--- config.mk ---
export PLATFORM = sky130hd
export DESIGN_NAME = serial_command_line_matcher
export DESIGN_NICKNAME = d
export VERILOG_FILES = /design/src/hw/rtl/scl_pkg.sv /design/src/hw/rtl/scl_front.sv /design/src/hw/rtl/scl_queue.sv /design/src/hw/rtl/scl_back.sv /design/src/hw/rtl/serial_command_line_matcher.sv
export SDC_FILE = /design/constraint.sdc
export NUM_CORES = 1
export LEC_CHECK = 0
export ABC_AREA = 1
export BUFFER_PORTS_ARGS = -buffer_cell sky130_fd_sc_hd__buf_2
export CAP_MARGIN = 25
export CELL_PAD_IN_SITES_DETAIL_PLACEMENT = 1
export CELL_PAD_IN_SITES_GLOBAL_PLACEMENT = 2
export CORE_MARGIN = 3
export CORE_UTILIZATION = 32
export CTS_BUF_LIST = sky130_fd_sc_hd__clkbuf_8
export DETAILED_ROUTE_END_ITERATION = 10
export HOLD_SLACK_MARGIN = 0.15
export PLACE_DENSITY_LB_ADDON = 0.1
export SETUP_SLACK_MARGIN = 0.15
export SYNTH_ARGS = -nofsm -noshare
export SYNTH_HDL_FRONTEND = slang
export SYNTH_SLANG_ARGS = --single-unit
--- constraint.sdc ---
create_clock -name aclk -period 5.8 [get_ports aclk]
set_clock_uncertainty 0.2 [all_clocks]
set_input_delay 0.29 -clock aclk [delete_from_list [all_inputs] [get_ports aclk]]
set_output_delay 0.29 -clock aclk [all_outputs]
set_load 0.05 [all_outputs]
--- src/hw/rtl/scl_pkg.sv ---
// scl_pkg: shared types, control byte codes and the fixed command table
// for the serial command line matcher; no dependencies
package scl_pkg;

    localparam int BYTE_W        = 8;
    localparam int NUM_CMDS      = 14;
    localparam int CMD_MAX_CHARS = 10;
    localparam int CMD_IDX_W     = 4;
    localparam int CMD_LEN_W     = 4;
    localparam int QUEUE_DEPTH   = 4;
    localparam int QUEUE_PTR_W   = $clog2(QUEUE_DEPTH);

    localparam logic [BYTE_W-1:0] BYTE_LF  = 8'h0A;
    localparam logic [BYTE_W-1:0] BYTE_CR  = 8'h0D;
    localparam logic [BYTE_W-1:0] BYTE_DEL = 8'h7F;

    // what the back end does with an item
    typedef enum logic [1:0] {
        KIND_CHAR,
        KIND_DEL,
        KIND_EOL
    } kind_t;

    typedef struct packed {
        kind_t             kind;
        logic [BYTE_W-1:0] data;
    } item_t;

    typedef struct packed {
        logic [CMD_IDX_W-1:0] command_index;
        logic                 matched;
    } result_t;

    function automatic logic [CMD_LEN_W-1:0] cmd_len(input int k);
        logic [CMD_LEN_W-1:0] n;
        begin
            case (k)
                0:       n = 4'd5;
                1:       n = 4'd10;
                2:       n = 4'd1;
                3:       n = 4'd8;
                4:       n = 4'd10;
                5:       n = 4'd9;
                6:       n = 4'd9;
                7:       n = 4'd1;
                8:       n = 4'd1;
                9:       n = 4'd1;
                10:      n = 4'd1;
                11:      n = 4'd4;
                12:      n = 4'd8;
                13:      n = 4'd4;
                default: n = '0;
            endcase
            return n;
        end
    endfunction

    // character i of command k, valid for i below cmd_len(k)
    function automatic logic [BYTE_W-1:0] cmd_char(input int k, input int i);
        logic [BYTE_W*CMD_MAX_CHARS-1:0] s;
        int                               pos;
        begin
            case (k)
                0:       s = "Reset";
                1:       s = "Get Sample";
                2:       s = "G";
                3:       s = "Init ADC";
                4:       s = "Status ADC";
                5:       s = "Calib ADC";
                6:       s = "Reset ADC";
                7:       s = "4";
                8:       s = "1";
                9:       s = "5";
                10:      s = "2";
                11:      s = "Time";
                12:      s = "Set UART";
                13:      s = "Help";
                default: s = '0;
            endcase
            // string literals are right aligned, last character in the low byte
            pos = int'(cmd_len(k)) - 1 - i;
            if (pos < 0) begin
                pos = 0;
            end
            return s[BYTE_W*pos +: BYTE_W];
        end
    endfunction

endpackage

--- src/hw/rtl/scl_front.sv ---
// scl_front: input stage, registers each received byte with its kind
// depends on scl_pkg
module scl_front
    import scl_pkg::*;
(
    input  logic              aclk,
    input  logic              aresetn,
    input  logic              in_valid,
    output logic              in_ready,
    input  logic [BYTE_W-1:0] in_byte,
    output logic              item_valid,
    input  logic              item_ready,
    output item_t             item
);

    logic  valid_reg;
    item_t item_reg;
    kind_t kind;

    always_comb begin
        if (in_byte == BYTE_LF || in_byte == BYTE_CR) begin
            kind = KIND_EOL;
        end else if (in_byte == BYTE_DEL) begin
            kind = KIND_DEL;
        end else begin
            kind = KIND_CHAR;
        end
    end

    assign in_ready   = !valid_reg || item_ready;
    assign item_valid = valid_reg;
    assign item       = item_reg;

    always_ff @(posedge aclk) begin
        if (!aresetn) begin
            valid_reg <= 1'b0;
        end else if (in_ready) begin
            valid_reg <= in_valid;
        end
        if (in_valid && in_ready) begin
            item_reg.kind <= kind;
            item_reg.data <= in_byte;
        end
    end

endmodule

--- src/hw/rtl/scl_queue.sv ---
// scl_queue: short item queue between front and back end
// depends on scl_pkg
module scl_queue
    import scl_pkg::*;
(
    input  logic  aclk,
    input  logic  aresetn,
    input  logic  push_valid,
    output logic  push_ready,
    input  item_t push_item,
    output logic  pop_valid,
    input  logic  pop_ready,
    output item_t pop_item
);

    item_t                  entry_reg [QUEUE_DEPTH];
    logic [QUEUE_PTR_W-1:0] wr_ptr_reg;
    logic [QUEUE_PTR_W-1:0] rd_ptr_reg;
    logic [QUEUE_PTR_W:0]   fill_reg;
    logic                   do_push;
    logic                   do_pop;

    assign push_ready = (fill_reg != (QUEUE_PTR_W+1)'(QUEUE_DEPTH));
    assign pop_valid  = (fill_reg != '0);
    assign pop_item   = entry_reg[rd_ptr_reg];
    assign do_push    = push_valid && push_ready;
    assign do_pop     = pop_valid && pop_ready;

    always_ff @(posedge aclk) begin
        if (!aresetn) begin
            wr_ptr_reg <= '0;
            rd_ptr_reg <= '0;
            fill_reg   <= '0;
        end else begin
            if (do_push) begin
                wr_ptr_reg <= wr_ptr_reg + 1'b1;
            end
            if (do_pop) begin
                rd_ptr_reg <= rd_ptr_reg + 1'b1;
            end
            if (do_push && !do_pop) begin
                fill_reg <= fill_reg + 1'b1;
            end else if (do_pop && !do_push) begin
                fill_reg <= fill_reg - 1'b1;
            end
        end
        if (do_push) begin
            entry_reg[wr_ptr_reg] <= push_item;
        end
    end

endmodule

--- src/hw/rtl/scl_back.sv ---
// scl_back: line buffer, character count, command compare and result register
// depends on scl_pkg
module scl_back
    import scl_pkg::*;
#(
    parameter int MAX_LINE_LENGTH = 16
) (
    input  logic    aclk,
    input  logic    aresetn,
    input  logic    item_valid,
    output logic    item_ready,
    input  item_t   item,
    output logic    res_valid,
    input  logic    res_ready,
    output result_t res
);

    localparam int DEPTH = MAX_LINE_LENGTH + 1;
    localparam int AW    = $clog2(DEPTH);
    localparam int CW    = $clog2(MAX_LINE_LENGTH + 2);

    logic [BYTE_W-1:0] line_reg [DEPTH];
    logic [CW-1:0]     count_reg;
    logic [CW-1:0]     count_next;
    logic [CW-1:0]     eff_count;
    logic              res_valid_reg;
    result_t           res_reg;
    result_t           res_next;
    logic              do_pop;
    logic [NUM_CMDS-1:0] hit;
    logic              chars_eq;
    logic              len_eq;

    assign item_ready = !res_valid_reg || res_ready;
    assign do_pop     = item_valid && item_ready;
    assign res_valid  = res_valid_reg;
    assign res        = res_reg;

    // an overlong line restarts at position zero
    assign eff_count = (count_reg > CW'(MAX_LINE_LENGTH)) ? '0 : count_reg;

    // a command hits when its characters lead the line and the line ends
    // right after them, either by the count or by a stored zero byte
    always_comb begin
        hit = '0;
        for (int k = 0; k < NUM_CMDS; k++) begin
            chars_eq = 1'b1;
            for (int i = 0; i < CMD_MAX_CHARS; i++) begin
                if (i < int'(cmd_len(k)) && line_reg[i] != cmd_char(k, i)) begin
                    chars_eq = 1'b0;
                end
            end
            len_eq = (eff_count == CW'(cmd_len(k))) ||
                     ((eff_count > CW'(cmd_len(k))) &&
                      (line_reg[AW'(cmd_len(k))] == '0));
            hit[k] = chars_eq && len_eq;
        end
    end

    // lowest table position wins
    always_comb begin
        res_next = '0;
        for (int k = NUM_CMDS - 1; k >= 0; k--) begin
            if (hit[k]) begin
                res_next.matched       = 1'b1;
                res_next.command_index = CMD_IDX_W'(k);
            end
        end
    end

    always_comb begin
        case (item.kind)
            KIND_EOL: count_next = '0;
            KIND_DEL: count_next = (eff_count != '0) ? eff_count - 1'b1 : '0;
            default:  count_next = eff_count + 1'b1;
        endcase
    end

    always_ff @(posedge aclk) begin
        if (!aresetn) begin
            count_reg     <= '0;
            res_valid_reg <= 1'b0;
        end else begin
            if (do_pop && item.kind == KIND_EOL) begin
                res_valid_reg <= 1'b1;
            end else if (res_ready) begin
                res_valid_reg <= 1'b0;
            end
            if (do_pop) begin
                count_reg <= count_next;
            end
        end
        // terminators are never read back, only ordinary bytes are stored
        if (do_pop && item.kind == KIND_CHAR) begin
            line_reg[eff_count[AW-1:0]] <= item.data;
        end
        if (do_pop && item.kind == KIND_EOL) begin
            res_reg <= res_next;
        end
    end

endmodule

--- src/hw/rtl/serial_command_line_matcher.sv ---
// serial_command_line_matcher: top level, front stage, item queue and back end
// depends on scl_pkg, scl_front, scl_queue, scl_back
// throughput: one byte per cycle while no result waits; a line end byte passes the
// front register, queue, result register; the back end executes one item a cycle
// reset: synchronous active low aresetn empties the queue and clears the count;
// line buffer contents are left as they are and never read before being written
module serial_command_line_matcher
    import scl_pkg::*;
#(
    parameter int MAX_LINE_LENGTH = 16
) (
    input  logic       aclk,
    input  logic       aresetn,
    // received bytes
    input  logic       s_tvalid,
    output logic       s_tready,
    input  logic [7:0] s_tdata,   // [7:0] rx_byte
    // line results
    output logic       m_tvalid,
    input  logic       m_tready,
    output logic [7:0] m_tdata    // [0] matched, [4:1] command_index, [7:5] zero
);

    // classified item from the front stage into the queue
    logic    fr_valid;
    logic    fr_ready;
    item_t   fr_item;

    // queue head into the back end
    logic    bk_valid;
    logic    bk_ready;
    item_t   bk_item;

    result_t result;

    // front: registers and classifies each byte (line end, delete, ordinary)
    scl_front u_front (
        .aclk       (aclk),
        .aresetn    (aresetn),
        .in_valid   (s_tvalid),
        .in_ready   (s_tready),
        .in_byte    (s_tdata),
        .item_valid (fr_valid),
        .item_ready (fr_ready),
        .item       (fr_item)
    );

    // short queue so the front keeps taking items while the result waits
    scl_queue u_queue (
        .aclk       (aclk),
        .aresetn    (aresetn),
        .push_valid (fr_valid),
        .push_ready (fr_ready),
        .push_item  (fr_item),
        .pop_valid  (bk_valid),
        .pop_ready  (bk_ready),
        .pop_item   (bk_item)
    );

    // back: updates the line buffer and count, compares on line end
    scl_back #(
        .MAX_LINE_LENGTH (MAX_LINE_LENGTH)
    ) u_back (
        .aclk       (aclk),
        .aresetn    (aresetn),
        .item_valid (bk_valid),
        .item_ready (bk_ready),
        .item       (bk_item),
        .res_valid  (m_tvalid),
        .res_ready  (m_tready),
        .res        (result)
    );

    // result packed from the low bit up, padded to a byte
    assign m_tdata = {3'b000, result.command_index, result.matched};

endmodule

==> results of run 1 <==
-- final timing paths --
check,slack [ns],endpoint,start,cells after the start
worst max-delay path,2.26,u_back.line_reg[3][7],register,7
worst max register to register,2.26,u_back.line_reg[3][7],register,7
worst min-delay path,0.29,register,u_queue.rd_ptr_reg[1],2
worst min register to register,0.29,register,u_queue.rd_ptr_reg[1],2
-- worst reg2reg max path, cell delays in order, from the launching register on --
cell     delay [ns]
dfxtp_1        0.72
inv_1          0.44
nand2_1        0.16
a32oi_1        0.12
inv_1          0.11
ha_1           0.14
nand2_1        0.37
nor3_1         0.91
-- power breakdown --
group,switching (W),internal [W]
logic,0.000798,0.000241
clock network,0.000505,0.000337
registers,0.0000908,0.00151
-- what timing repair did --
| action | CTS | global route |
|---|---|---|
| hold buffers | 13 | 0 |
| endpoints found under the hold margin | 26 | 0 |
| gates resized for setup | 0 | 0 |
-- layout by cell type (no fill, tap or decap), types with 2 or more instances in the layout --
cell type | synthesis | final
nor2_1 | 154 | 154
edfxtp_1 | 143 | 143
nand2_1 | 135 | 135
inv_1 | 107 | 107
nand3_1 | 40 | 40
o21ai_0 | 30 | 30
buf_2 | 0 | 19
nor3_1 | 18 | 18
clkbuf_8 | 0 | 17
nand4_1 | 16 | 16
dfxtp_1 | 16 | 16
a21oi_1 | 15 | 15
ha_1 | 13 | 13
dlygate4sd3_1 | 0 | 13
o22ai_2 | 0 | 8
inv_2 | 5 | 5
nand2_4 | 5 | 5
inv_8 | 1 | 5
clkinv_8 | 0 | 5
a31oi_1 | 4 | 4
nor4_1 | 4 | 4
nand3_2 | 3 | 3
nand2_2 | 3 | 3
o21ai_1 | 3 | 3
nand3b_1 | 3 | 3
conb_1 | 1 | 3
clkbuf_4 | 0 | 3
buf_4 | 3 | 3
a32oi_1 | 2 | 2
nor2_2 | 2 | 2
or2_2 | 2 | 2
and3_1 | 2 | 2
clkinv_4 | 0 | 2
inv_12 | 0 | 2
-- metal layers --
metal	vias to the layer above	GRT usage, %
li1	2599	-
met5	-	0
met4	0	4.50
met1	2567	21.5
met2	57	30.8
met3	20	3.06
-- cell type report --
type	count	area, µm²
clock buffers	17	234
fillers	2508	13800
flip-flops and latches	159	4610
multi-input cells	475	2320
repair buffers	38	270
well taps	280	350
clock inverters	15	190
inverters	113	432
-- through the flow --
stage	cells	power, W	cell area, µm²	utilization, %	hold WS [ns]
2_1_floorplan	758	0.00223	7370	-	0.189
5_1_grt	1097	0.00371	8410	37.8	0.329
3_5_place_dp	1047	0.00269	7820	35.2	0.284
6_report	1097	0.00348	8410	37.8	0.292
4_1_cts	1092	0.00354	8380	37.7	0.309
3_3_place_gp	1047	0.00266	7820	35.2	0.257
-- cells by family (layout without fill, tap and decap cells) --
kind of cell | count (synthesis) | after routing | share of synthesized area (%)
other | 1 | 3 | 0.0509
xor gates and xnor gates | 1 | 1 | 0.119
AOI/OAI and AO/OA | 64 | 64 | 4.79
buffers and inverters | 124 | 183 | 6.58
and+or+nand+nor | 393 | 393 | 23.3
adders and majority gates | 14 | 14 | 2.48
DFF | 159 | 159 | 62.7
==> results.txt, run 1 <==
* Number of setup violations in the final report: 0
* Vertical extent of the die: 158 µm
- Final weighted congestion in routability-driven placement: 0.812
- Total Die Area: 24900 µm²
- TritonCTS created 17 clock buffers.
* Number of antenna violations at the first check in global routing: 0
* Clock insertion delay at the later pin of the skew report: 0.47 ns
- Dividing the detail-routed via count by the number of cells gives 4.78.
- TritonCTS clock tree: done
- Power per unit of standard cell area: 414 nW/µm²
- For the final routed database, the setup TNS stands at 0 ns.
- For this configuration, the core starts out at a cell density of 33.1%.
- Ranked by total cell area, the synthesized netlist is headed by edfxtp_1, nor2_1, nand2_1, inv_1, dfxtp_1.
* Reported max-cap violation count: 0
- Layout-stage area growth over the synthesis result: 14.3%
- The worst setup path is launched from a register.
- The floorplan has 54 rows.
- The first global-routing pass estimated 31700 µm of wire.
* Routed metal-1 wire length: 9120 µm
- Remaining routing DRC violations: 0
* Type of the worst setup path: reg2reg
* Number of flip-flops under the largest register name: 88
- Leak pwr: 3.28 nW
- Sequential-to-total area share from yosys stat: 62.7%
- The worst hold path belongs to the class reg2reg.
* Setup repair after global routing missed its margin: no
- The average instance in the mapped netlist occupies 9.74 µm².
* Relative max-transition margin: 34.0%
* Required time worst endpoint: 5.69 ns
- In the synthesized netlist, the cells that appear most often are nor2_1, edfxtp_1, nand2_1.
- Global routing consumed, over all layers together, 17.2% of the routing resources.
* Cell type with the highest aggregate area in the netlist: edfxtp_1
* Top-Level Pins: 22
- On the worst path, the slowest cell contributes a delay of 0.91 ns.
- Gate Count Post-Synth: 756
* Async S/R FF share, synth: 0%
- DP HPWL: 15200 µm
* Top layer in use: met4
- The final number of hold-violating endpoints came to 0.
- Summed over all layers, the routed wires come to 20200 µm.
- Buf+Inv Stages, Crit Path: 2
- Shortest period the worst path allows: 3.54 ns
- The final critical path takes up 61.0% of the cycle.
- Fmax: 282 MHz
- Number of clock sinks: 159
- In the synthesized netlist the dominant register cell turns out to be edfxtp_1.
* ANT cells: 0
- WL met3: 422 µm
- EDFF count, synth: 143
- Crit-path max FO: 21
- In this run the post-CTS setup repair buffer count came out at 0.
- The count of nets left with antenna violations once routing finished came out at 0.
* Count of input and output buffers: 18
- After floorplanning, the core was sized to cover 22200 µm².
- Slowest-stage cell, CP: nor3_1
- The worst setup path is captured at a register.
- Synthesized flop and latch total: 159
- Max VDD drop: 0.000216 V
* Pre-CTS WS: 2.05 ns
* Total number of H-tree levels: 4
- The detailed router placed 5243 vias in this run.
- The flow ran to the end, and the final reports show no timing, DRC or antenna violations.
* Warnings, synthesis: 0
* Top cell family by delay on the critical path: simple AND/OR/NAND/NOR gates
- Post-synthesis instance area: 7360 µm²
- X dimension of the die: 158 µm
- Via count of the first global-routing pass: 5730
- The cell sitting at the root of the clock tree is a clkbuf_8.
- The clock passes through at most 2 buffers.
* Share of the synthesized area in the top cell type: 58.3%
* Layout Nets: 830
* CTS clock-pin slew for the worst setup and hold paths: 0.10 ns
- STA puts the critical path data arrival time at 3.43 ns.
- Number of pins exceeding their max-slew limit in the final report: 0
- Yosys instantiated no cell more often than nor2_1.
* Total global routing overflow: 0
- Yosys mapped the design onto 39 distinct sky130hd cell types.
- Dividing the detail-routed wire length by the instance count gives 18.4 µm.
- Number of DRC markers in iteration 0: 273
- Met2 wire length: 10300 µm
* Cells traversed along the worst timing path: inv_1, nand2_1, a32oi_1, inv_1, ha_1, nand2_1, nor3_1
- Largest net degree at the start of global routing: 22
- Fraction of final layout cells sized beyond drive strength 1: 10.9%
* Worst slew pin tran: 0.982 ns
* Setup slack of the critical path after layout: 2.26 ns
- Total iterations of the first detailed-routing run: 4
Note: power is estimated with default switching activity, not from simulation.
==> run 2, diff against run 1 <==
--- a/config.mk
+++ b/config.mk
@@ -5,7 +5,7 @@
 export SDC_FILE = /design/constraint.sdc
 export NUM_CORES = 1
 export LEC_CHECK = 0
-export ABC_AREA = 1
+export ABC_AREA = 0
 export BUFFER_PORTS_ARGS = -buffer_cell sky130_fd_sc_hd__buf_2
 export CAP_MARGIN = 25
 export CELL_PAD_IN_SITES_DETAIL_PLACEMENT = 1
==> constraint.sdc (replaced) <==
create_clock -name aclk -period 3.3 [get_ports aclk]
set_clock_uncertainty 0.2 [all_clocks]
set_input_delay 0.165 -clock aclk [delete_from_list [all_inputs] [get_ports aclk]]
set_output_delay 0.165 -clock aclk [all_outputs]
set_load 0.05 [all_outputs]
==> run 2 against run 1 <==
  * Via count decreased by 20%
  * Global-route usage is 1.5 points lower
  * Worst hold slack worse by 0.071 ns
  * Area after synthesis fell by 6.4%
  * Setup slack lost 1.8 ns
  * Die area decreased by 6.2%
  * Highest routed layer unchanged
  * Total power up 63%
  * Maximum frequency is 27% higher
  * Cell count shrank 27%
==> results.txt, run 2 <==
- Status: complete, no violations
* Fmax: 358 MHz (+27%)
- The mapped cell area is 6890 µm² (-6.4%).
- The maximum single-stage delay on the critical path came to 0.58 ns (-0.33 ns).
- Total global routing overflow: 0 (unchanged)
- The proportion of layout cells with a drive suffix above 1 was 18.7% (+7.8 points).
- The number of enable flip-flop cells after synthesis came to 143 (unchanged).
* Setup Buffers After CTS: 0 (unchanged)
- The number of DRC markers in iteration 0 was 207 (-24%).
* Crit-path max FO: 9 (-57%)
* Gate Count Post-Synth: 466 (-38%)
- The number of placement rows was 53 (-1.9%).
* X dimension of the die: 153 µm (-3.1%)
- The count of buffers inserted at the top-level ports was 18 (unchanged).
- On the critical path, the stage with the largest delay is an instance of dfxtp_1.
* Number of setup violations in the final report: 0 (unchanged)
- Standard cell core area: 21100 µm² (-5.1%)
- Vertical extent of the die: 153 µm (-3.1%)
* CTS clock-pin slew for the worst setup and hold paths: 0.10 ns (about the same)
* Via-to-Cell Ratio: 5.21 (+9.0%)
- Power per unit of standard cell area: 718 nW/µm² (+73%)
- In this run the clock root is driven by a clkbuf_8.
- Syn Area/Cell: 14.8 µm² (+52%)
- Synthesized flop and latch total: 159 (unchanged)
- The max-cap check violation count came to 0 (unchanged).
- The library cells used most frequently in the layout, excluding fill and tap cells, are edfxtp_1, nand4_1, nand2_1.
* Max VDD drop: 0.000246 V (+14%)
* Number of flip-flops under the largest register name: 88 (unchanged)
- Remaining routing DRC violations: 0 (unchanged)
- The global-route wire length before repair was 27500 µm (-13%).
- The worst hold-check slack is 0.221 ns (-0.0710 ns).
* Total iterations of the first detailed-routing run: 4 (unchanged)
- Share of the synthesized area in the top cell type: 62.3% (+4.0 points)
* Relative max-transition margin: 54.6% (+21 points)
* Clock insertion delay at the later pin of the skew report: 0.46 ns (about the same)
- Startpoint type of the worst setup path: register
- Number of pins exceeding their max-slew limit in the final report: 0 (unchanged)
* Shortest period the worst path allows: 2.80 ns (-0.743 ns)
- DP HPWL: 12700 µm (-16%)
* Path category of the worst min-delay check: in2reg
- Grouping stages by cell kind, the critical path spends the most delay in simple AND/OR/NAND/NOR gates.
* Layout-stage area growth over the synthesis result: 14.9%
- Sorting the synthesized cells by how often they occur yields edfxtp_1, nand4_1, nand2_1.
- Leak pwr: 2.54 nW (-23%)
* Total Die Area: 23300 µm² (-6.2%)
- TritonCTS built the clock tree.
- Walking the worst path, the cells encountered are or2b_2, ha_1, a32oi_1, a2111oi_0, nand3_1, o41ai_1, or4_1.
- Via Count: 4188 (-20%)
- The initial antenna violation count was 0 (unchanged).
- Leaving out fill and tap cells, the most frequent cell in the layout is edfxtp_1.
- Setup repair after global routing left no endpoint under its margin.
- The initial standard-cell utilization of the core is 32.7% (-0.45 points).
- edfxtp_1 is the most common cell in the netlist.
- The final cycle utilization of the critical path came to 84.8% (+24 points).
- The total clock buffers created by CTS was 17 (unchanged).
- The final number of hold-violating endpoints was 0 (unchanged).
- The number of distinct standard cells referenced by the synthesized netlist came to 74 (+90%).
- The worst setup path is captured at a register.
* Number of antenna-violating nets in the routed design: 0 (unchanged)
* Warnings, synthesis: 0 (unchanged)
- Synth area leaders: edfxtp_1, dfxtp_1, mux4_2, ha_1, nand4_1
- The number of levels in the clock H-tree is 4 (unchanged).
- The number of nets in the finished design came to 542 (-35%).
- The global router's overall resource usage is 15.7% (-1.5 points).
- Top-Level Pins: 22 (unchanged)
* Routed length per placed instance: 22.0 µm (+20%)
- Buf+Inv Stages, Crit Path: 0 (-2)
* Post-Route Setup TNS: 0 ns (unchanged)
- Via count of the first global-routing pass: 4443 (-22%)
* ANT cells: 0 (unchanged)
- The global placer's final weighted congestion was 0.826 (+1.8%).
- The total wire length after detailed routing came to 17700 µm (-12%).
- The maximum number of buffers from clock root to sink was 2 (unchanged).
- Required time worst endpoint: 3.30 ns (-2.39 ns)
- Cell type with the highest aggregate area in the netlist: edfxtp_1
* Largest net degree at the start of global routing: 18 (-18%)
- The post-synthesis sequential area ratio came to 67.0% (+4.3 points).
- Worst slew pin tran: 0.675 ns (-0.307 ns)
- Most used flip-flop cell after synthesis: edfxtp_1
- Signal arrival time at the worst endpoint: 2.80 ns (-0.63 ns)
* Type of the worst setup path: reg2reg
* Async S/R FF share, synth: 0% (unchanged)
- Number of clock sinks: 159 (unchanged)
-- run 2: cell types whose count changed in the layout (fill, tap and decap cells not counted), sizes merged, moves of 14 or more --
cell | previous run | this run
and2 | 1 | 20
inv | 120 | 19
nand2 | 143 | 21
nand3 | 43 | 20
nor2 | 157 | 20
nor4 | 4 | 18
o21ai | 33 | 7
-- run 2: worst reg2reg max path: cells and delay by family (launching register included) --
kind                     cells  cell delay, ns
AND/OR/NAND/NOR              3            1.03
adder cells (fa/ha/maj)      1            0.26
flip-flops                   1            0.58
AO/OA/AOI/OAI                3            0.48
-- run 2: layer usage --
layer / share of wire [%] / vias up / GRT usage (%)
met5: 0 / - / 0
met4: 2.0 / 0 / 5.05
met3: 2.7 / 21 / 3.21
met2: 52 / 73 / 27.5
met1: 43 / 2140 / 19.6
li1: - / 1954 / -
-- run 2: cells by family after synthesis --
logic type               synth area share [%]
AND/OR/NAND/NOR                          18.8
adder cells (fa/ha/maj)                  2.65
AO/OA/AOI/OAI                            4.92
XOR/XNOR                                 1.02
multiplexers                             3.72
other                                  0.0544
flip-flops                               67.0
buffers and inverters                    1.85
-- run 2: where the power goes --
part	total [W]	internal, W	switching, W	leakage (nW)
clock	0.00161	0.000790	0.000823	0.221
combinational	0.00139	0.000485	0.000905	0.880
sequential	0.00268	0.00252	0.000161	1.43
total	0.00568	0.00379	0.00189	2.54
-- run 2: what timing repair did --
action	in CTS	in global routing
hold buffers	13	0
resized for setup	0	1
setup endpoints to repair	0	1
hold endpoints to repair	36	0
-- run 2: worst paths after layout --
kind                        from                 endpoint  slack, ns  depth (start not counted)
max reg2reg  u_back.count_reg[0]            u_back.res[1]       0.50                          7
min                   s_tdata[7]          u_front.item[7]       0.22                          2
min reg2reg      u_front.item[6]  u_queue.entry_reg[1][6]       0.31                          0
max          u_back.count_reg[0]            u_back.res[1]       0.50                          7
-- run 2: area by class of cell --
cell class | instances | area (µm²)
fill | 2180 | 13200
clock inverter | 15 | 218
sequential | 159 | 4610
tap | 275 | 344
inverter | 11 | 41.3
timing repair buffer | 42 | 303
clock buffer | 17 | 234
multi-input combinational | 285 | 2160
-- run 2: metrics by stage --
step                      area, µm²  cells  total power, W  setup WS, ns  utilization [%]
after floorplan                6900    468         0.00360         0.645                -
after global placement         7330    759         0.00411         0.550             34.7
after detailed placement       7330    759         0.00412         0.416             34.7
after CTS                      7910    804         0.00576         0.390             37.5
after global routing           7920    804         0.00601         0.299             37.5
final                          7920    804         0.00568         0.503             37.5
